--- src/rtl/nrc_ram.sv ---
`default_nettype none

module nrc_ram #(
  parameter int WIDTH = 8,
  parameter int DEPTH = 16
) (
  input  wire logic                                     clk,
  input  wire logic                                     we,
  input  wire logic [(DEPTH > 1 ? $clog2(DEPTH) : 1)-1:0] waddr,
  input  wire logic [WIDTH-1:0]                         wdata,
  input  wire logic                                     re,
  input  wire logic [(DEPTH > 1 ? $clog2(DEPTH) : 1)-1:0] raddr,
  output logic      [WIDTH-1:0]                         rdata
);

  logic [WIDTH-1:0] mem [DEPTH];

  always_ff @(posedge clk) begin
    if (we) begin
      mem[waddr] <= wdata;
    end
    if (re) begin
      rdata <= mem[raddr];
    end
  end

endmodule

`default_nettype wire

--- config.mk ---
export PLATFORM = sky130hd
export DESIGN_NAME = nrc_ram
export DESIGN_NICKNAME = d
export VERILOG_FILES = /design/src/rtl/nrc_ram.sv
export SDC_FILE = /design/constraint.sdc
export NUM_CORES = 1
export LEC_CHECK = 0
export ABC_AREA = 1
export BUFFER_PORTS_ARGS = -buffer_cell sky130_fd_sc_hd__buf_2
export CORE_ASPECT_RATIO = 1.5
export CORE_MARGIN = 5
export CORE_UTILIZATION = 66
export CTS_BUF_LIST = sky130_fd_sc_hd__clkbuf_8
export DETAILED_ROUTE_END_ITERATION = 10
export GPL_ROUTABILITY_DRIVEN = 0
export PLACE_DENSITY = 0.95
export SETUP_SLACK_MARGIN = 0.15
export SYNTH_ARGS = -nofsm -noshare
export SYNTH_HDL_FRONTEND = slang
export SYNTH_SLANG_ARGS = --single-unit
--- constraint.sdc ---
create_clock -name clk -period 2.3 [get_ports clk]
set_clock_uncertainty 0.1 [all_clocks]
set_input_delay 0.46 -clock clk [delete_from_list [all_inputs] [get_ports clk]]
set_output_delay 0.46 -clock clk [all_outputs]
set_load 0.02 [all_outputs]
==> results of run 1 <==
## power breakdown
part,switching (W),internal [W]
logic,0.000263,0.0000932
registers,0.0000149,0.00279
clock network,0.000886,0.000942
## kinds of logic after synthesis
group / after synthesis / share of synthesized area (%)
buffers and inverters: 126 / 9.39
and+or+nand+nor: 289 / 20.8
DFF: 136 / 69.8
## worst min-delay path by stage
stage                                    start             endpoint  depth (start not counted)
final                                       re   rdata[2]$_DFFE_PP_                          1
after global routing                        re   rdata[7]$_DFFE_PP_                          1
after CTS                                   re   rdata[7]$_DFFE_PP_                          1
after detailed placement  mem[11][4]$_DFFE_PP_   rdata[4]$_DFFE_PP_                          6
after global placement    mem[12][4]$_DFFE_PP_   rdata[4]$_DFFE_PP_                          6
after floorplan                       wdata[0]  mem[0][0]$_DFFE_PP_                          0
## Yosys cell counts
cell,n
buf_2,13
nand3_1,97
nand3b_1,2
buf_4,4
edfxtp_1,136
buf_6,6
buf_1,1
inv_1,100
nand2_1,173
inv_2,2
nor2_1,17
## state kept, by name (all words and copies together), names as in the netlist
| register | cells |
|---|---|
| mem | 128 |
| rdata | 8 |
## metal layers
| metal | global-route usage (%) | share of wire [%] | vias up |
|---|---|---|---|
| li1 | - | - | 1848 |
| met1 | 32.6 | 34 | 1885 |
| met2 | 42.8 | 49 | 342 |
| met3 | 6.39 | 9.5 | 91 |
| met4 | 19.4 | 8.1 | 0 |
| met5 | 0 | 0 | - |
## cell type report
| type | count | share of cell area (%) |
|---|---|---|
| clock buffers | 17 | 3.63 |
| flip-flops and latches | 136 | 63.4 |
| clock inverters | 15 | 2.14 |
| multi-input cells | 289 | 18.9 |
| inverters | 102 | 5.95 |
| well taps | 110 | 2.14 |
| repair buffers | 40 | 3.85 |
## metrics by stage
step | cell area (sq um) | cells | setup slack, ns | power (W) | hold slack (ns)
floorplan | 5850 | 551 | 0.789 | 0.00307 | 0.459
global placement | 6070 | 677 | 0.493 | 0.00318 | 0.645
detailed placement | 6070 | 677 | 0.401 | 0.00320 | 0.658
CTS | 6440 | 709 | 0.719 | 0.00500 | 0.229
global route | 6440 | 709 | 0.706 | 0.00515 | 0.240
finish | 6440 | 709 | 0.743 | 0.00499 | 0.253
## cell usage in the layout, fill, tap and decap left out, drive strengths merged
cell type / count
buf: 40
bufinv: 2
inv: 103
nand2: 173
clkinvlp: 2
clkbuf: 17
nor2: 17
edfxtp: 136
nand3: 97
nand3b: 2
clkinv: 10
==> metrics.txt, run 1 <==
Post-Syn Area per Cell about 11 sq um; Critical path buffers and inverters 1; Arr. time, crit path 1.00 ns; Slew @ Worst Pin 0.670 ns; Max FO, Critical Path 1; slew margin rel. 55.2%; top cell type's share of synthesized area 69.8%; crit end category output port; slowest cell on the critical path edfxtp_1; RSZ-0062 raised after global routing false; crit path to rdata[2]; post-synthesis sequential area ratio 69.8%; DIE AREA 0.0109 sq mm; post-detail-place hpwl 8480 um; Top delay family on crit path flip-flops; initial core utilization between 60% and 70%; Crit path largest cell delay ~0.38 ns; pwr dens 775 mW/mm^2; core area 0.00872 sq mm; CTS root buffer clkbuf_8; postcts setup bufs 0; Die Span X 86.9 um; CP startpoint rdata[2]$_DFFE_PP_; worst hold path class in -> reg; standby leakage power 2.80 nW; final worst-path cycle share between 60% and 70%; Routed WL per cell between 15 and 20 um; Port Buffers 26; Total Routing Usage GR 27.3%; Clock Latency Late Sink 0.45 ns; Max-Cap Viols 0; critical path, cell by cell buf_2; final core occ 73.8%; layout cell share with drive strength beyond 1 11.9%; RR Startpoint mem[5][3]$_DFFE_PP_; setup TNS 0 ns; r2r worst-path depth 6; Setup Crit Path Kind reg -> out; CTS tree yes; row count between 40 and 50; TritonCTS buffer count 17; WP data required 1.74 ns; largest net degree at the start of global routing 65; io pins 27; initial antenna violation count 0; Setup Viol. Count Final 0; number of global-route vias before repair 4143; #FFs+latches synth between 100 and 150; critical path depth in cells 1; post-layout minimum cycle time 1.56 ns; vias per cell 5.88; final hold violations 0; Mapped Area 0.00585 sq mm; Yosys cell types 11; Final Slew Violations 0; Synth area leader edfxtp_1; diode count 0; Total Wirelength 13800 um; Post-Synthesis Cells 551; Crit Reg-Reg Endpoint rdata[3]$_DFFE_PP_; synth warn 0; post-route ant nets 0; CTS Hold Bufs 0; clock slew at reported path FFs about 0.070 ns; Syn Nets 570; final layout net count 605; CTS sink cnt 136; FF/Latch Area 0.00408 sq mm; Initial DRT Pass Iterations 8; outcome finished clean; fillcell total 549; Multi-input gate area 0.00121 sq mm; chip height between 100 and 150 um; critical path startpoint category flop; DRC 0; drt initial violations 820; routed vias 4166; CTS-repair resized insts 0; P&R area growth vs syn 10.1%; VDD IR-drop max 0.000539 V; R2R Setup Slk 0.94 ns; grt ovf 0; first-pass GRT wire length about 22000 um; largest cells by area after synthesis edfxtp_1 70%, nand2_1 11%, nand3_1 8.3%; max frequency 0.642 GHz; Clock Path Buffers 2; H-tree levels 4
Power figures use the tool's default switching activity.
==> inputs of run 2 (changes only) <==
--- a/config.mk
+++ b/config.mk
@@ -9,11 +9,11 @@
 export BUFFER_PORTS_ARGS = -buffer_cell sky130_fd_sc_hd__buf_2
 export CORE_ASPECT_RATIO = 1.5
 export CORE_MARGIN = 5
-export CORE_UTILIZATION = 66
+export CORE_UTILIZATION = 57
 export CTS_BUF_LIST = sky130_fd_sc_hd__clkbuf_8
 export DETAILED_ROUTE_END_ITERATION = 10
 export GPL_ROUTABILITY_DRIVEN = 0
-export PLACE_DENSITY = 0.95
+export PLACE_DENSITY = 0.89
 export SETUP_SLACK_MARGIN = 0.15
 export SYNTH_ARGS = -nofsm -noshare
 export SYNTH_HDL_FRONTEND = slang
==> constraint.sdc (replaced) <==
create_clock -name clk -period 1.3 [get_ports clk]
set_clock_uncertainty 0.1 [all_clocks]
set_input_delay 0.26 -clock clk [delete_from_list [all_inputs] [get_ports clk]]
set_output_delay 0.26 -clock clk [all_outputs]
set_load 0.02 [all_outputs]
==> run 2 against run 1 <==
The flow now finishes with violations (setup timing). Die area increased by 14%. Utilization is 5.4 points lower. Non-clock buffer count increased by 15. Via count decreased by 0.53%. Final cell count grew 3.0%. Combinational power rose by 120%. Global-route usage down 4.8 points. Sequential share of layout area decreased by 4.2 points. Wire length fell by 2.4%. Power is 70% higher. First-iteration DRC count fell by 26%. Critical endpoint unchanged. Largest cell class unchanged. Highest routed layer unchanged.
==> metrics.txt, run 2 (synthesis gave the netlist of run 1 again) <==
slowest cell on the critical path edfxtp_1; pwr dens 1230 mW/mm^2 (+59%); post-route cell area 0.00689 sq mm (+7.0%); sw frac 22.3% (-1.0 points); io pins 27 (unchanged); diode count 0 (unchanged); P_sw 0.00189 W (+63%); Setup Crit Path Kind reg -> out; Initial DRT Pass Iterations 5 (-3); FF/Latch Area 0.00408 sq mm (unchanged); vias per cell 5.68 (-3.4%); Total Routing Usage GR 22.5% (-4.8 points); Routed WL per cell 18.5 um (-5.2%); largest register by flop count mem; CTS root buffer clkbuf_8; TritonCTS buffer count 17 (unchanged); CTS tree yes; drt initial violations 608 (-26%); initial antenna violation count 0 (unchanged); H-tree levels 4 (unchanged); initial core utilization 58.0% (-9.0 points); Crit path largest cell delay 0.42 ns (+0.04 ns); fillcell total 630 (+15%); combinational share of power 9.0% (+1.9 points); critical path, cell by cell buf_6; DRC 0 (unchanged); max frequency 0.733 GHz; failing checks setup timing; row count 45 (+7.1%); standby leakage power 3.00 nW (+7.3%); Critical path buffers and inverters 1 (unchanged); chip height 134 um (+7.0%); biggest regs mem x128, rdata x8; Final WS setup -0.0639 ns (-0.807 ns); P_int 0.00660 W (+73%); Multi-input gate area 0.00149 sq mm (+23%); most common cell after layout, fill and taps aside nand2_1; layout cell share with drive strength beyond 1 23.0% (+11 points); Die Span X 92.7 um (+6.7%); commonest non-fill, non-tap cells in the layout 168 x nand2_1, 136 x edfxtp_1, 105 x inv_1; outcome finished with violations; slew margin rel. 70.1% (+15 points); Arr. time, crit path 1.00 ns (about the same); CTS Hold Bufs 0 (unchanged); grt ovf 0 (unchanged); DIE AREA 0.0124 sq mm (+14%); post-detail-place hpwl 8430 um (-0.54%); Setup Viol. Count Final 8 (+8); RSZ-0062 raised after global routing true; Clock Path Buffers 2 (unchanged); Total Wirelength 13500 um (-2.4%); final layout net count 620 (+2.5%); Port Buffers 26 (unchanged); WP data required 0.94 ns (-0.80 ns); P&R area growth vs syn 17.8%; Max-Cap Viols 0 (unchanged); dpl cell area 0.00628 sq mm (+3.6%); max reg flops 128 (unchanged); largest net degree at the start of global routing 36 (-45%); VDD IR-drop max 0.000793 V (+47%); setup TNS -0.258 ns (-0.258 ns); Slew @ Worst Pin 0.448 ns (-0.221 ns); Final Slew Violations 0 (unchanged); post-route ant nets 0 (unchanged); core area 0.0101 sq mm (+16%); number of global-route vias before repair 4082 (-1.5%); Max FO, Critical Path 1 (unchanged); final worst-path cycle share 105%; crit end category output port; final hold violations 0 (unchanged); post-layout minimum cycle time 1.36 ns; critical path startpoint category flop; routed vias 4144 (-0.53%); clock slew at reported path FFs 0.07 ns (about the same); Clock power frac 32.4% (-4.2 points); first-pass GRT wire length 20400 um (-6.6%); Clock Latency Late Sink 0.43 ns (-0.02 ns); CTS sink cnt 136 (unchanged); Top delay family on crit path flip-flops; worst hold path class in -> reg; Seq pwr share 58.5% (+2.3 points)
==> run 2: final timing paths <==
| path | from | cells past startpoint | end | slack [ns] |
|---|---|---|---|---|
| max | rdata[2]$_DFFE_PP_ | 1 | rdata[2] | -0.06 |
| min | re | 1 | rdata[5]$_DFFE_PP_ | 0.09 |
| max reg2reg | mem[15][6]$_DFFE_PP_ | 6 | rdata[6]$_DFFE_PP_ | 0.05 |
| min reg2reg | mem[12][5]$_DFFE_PP_ | 6 | rdata[5]$_DFFE_PP_ | 0.67 |
==> run 2: stage by stage <==
| step | power (W) | worst slack, ns | cells | hold WS (ns) | util (%) |
|---|---|---|---|---|---|
| 5_1_grt | 0.00881 | -0.103 | 730 | 0.0745 | 68.4 |
| 2_1_floorplan | 0.00546 | 0.0110 | 551 | 0.259 | - |
| 3_5_place_dp | 0.00571 | -0.262 | 699 | 0.536 | 62.3 |
| 3_3_place_gp | 0.00568 | -0.211 | 699 | 0.535 | 62.3 |
| 6_report | 0.00850 | -0.0639 | 730 | 0.0891 | 68.4 |
| 4_1_cts | 0.00846 | -0.102 | 730 | 0.0703 | 67.2 |
==> run 2: timing repair <==
item	in CTS	in global routing
gates resized for setup	39	29
setup buffers	0	0
gates cloned	0	0
setup endpoints to repair	16	16
pin swaps	19	23
==> run 2: cell type report <==
cell class,instances,share of cell area [%]
Clock buffer,17,3.40
Tap cell,117,2.12
Multi-Input combinational cell,289,21.6
Inverter,102,5.63
Sequential cell,136,59.3
Clock inverter,14,1.18
Timing Repair Buffer,55,6.77
==> run 2: per-layer routing <==
metal / GRT usage, % / up-vias / wire, um
met5: 0 / - / 0
met4: 16.4 / 0 / 933
met3: 4.94 / 77 / 952
met2: 39.0 / 243 / 6920
met1: 23.8 / 1949 / 4710
li1: - / 1875 / -
==> run 2: power groups by stage <==
stage	clock [W]	sequential [W]	combinational, W
finish	0.00276	0.00497	0.000769
global route	0.00302	0.00498	0.000824
CTS	0.00278	0.00497	0.000709
detailed placement	0	0.00506	0.000651
global placement	0	0.00506	0.000625
floorplan	0	0.00508	0.000382
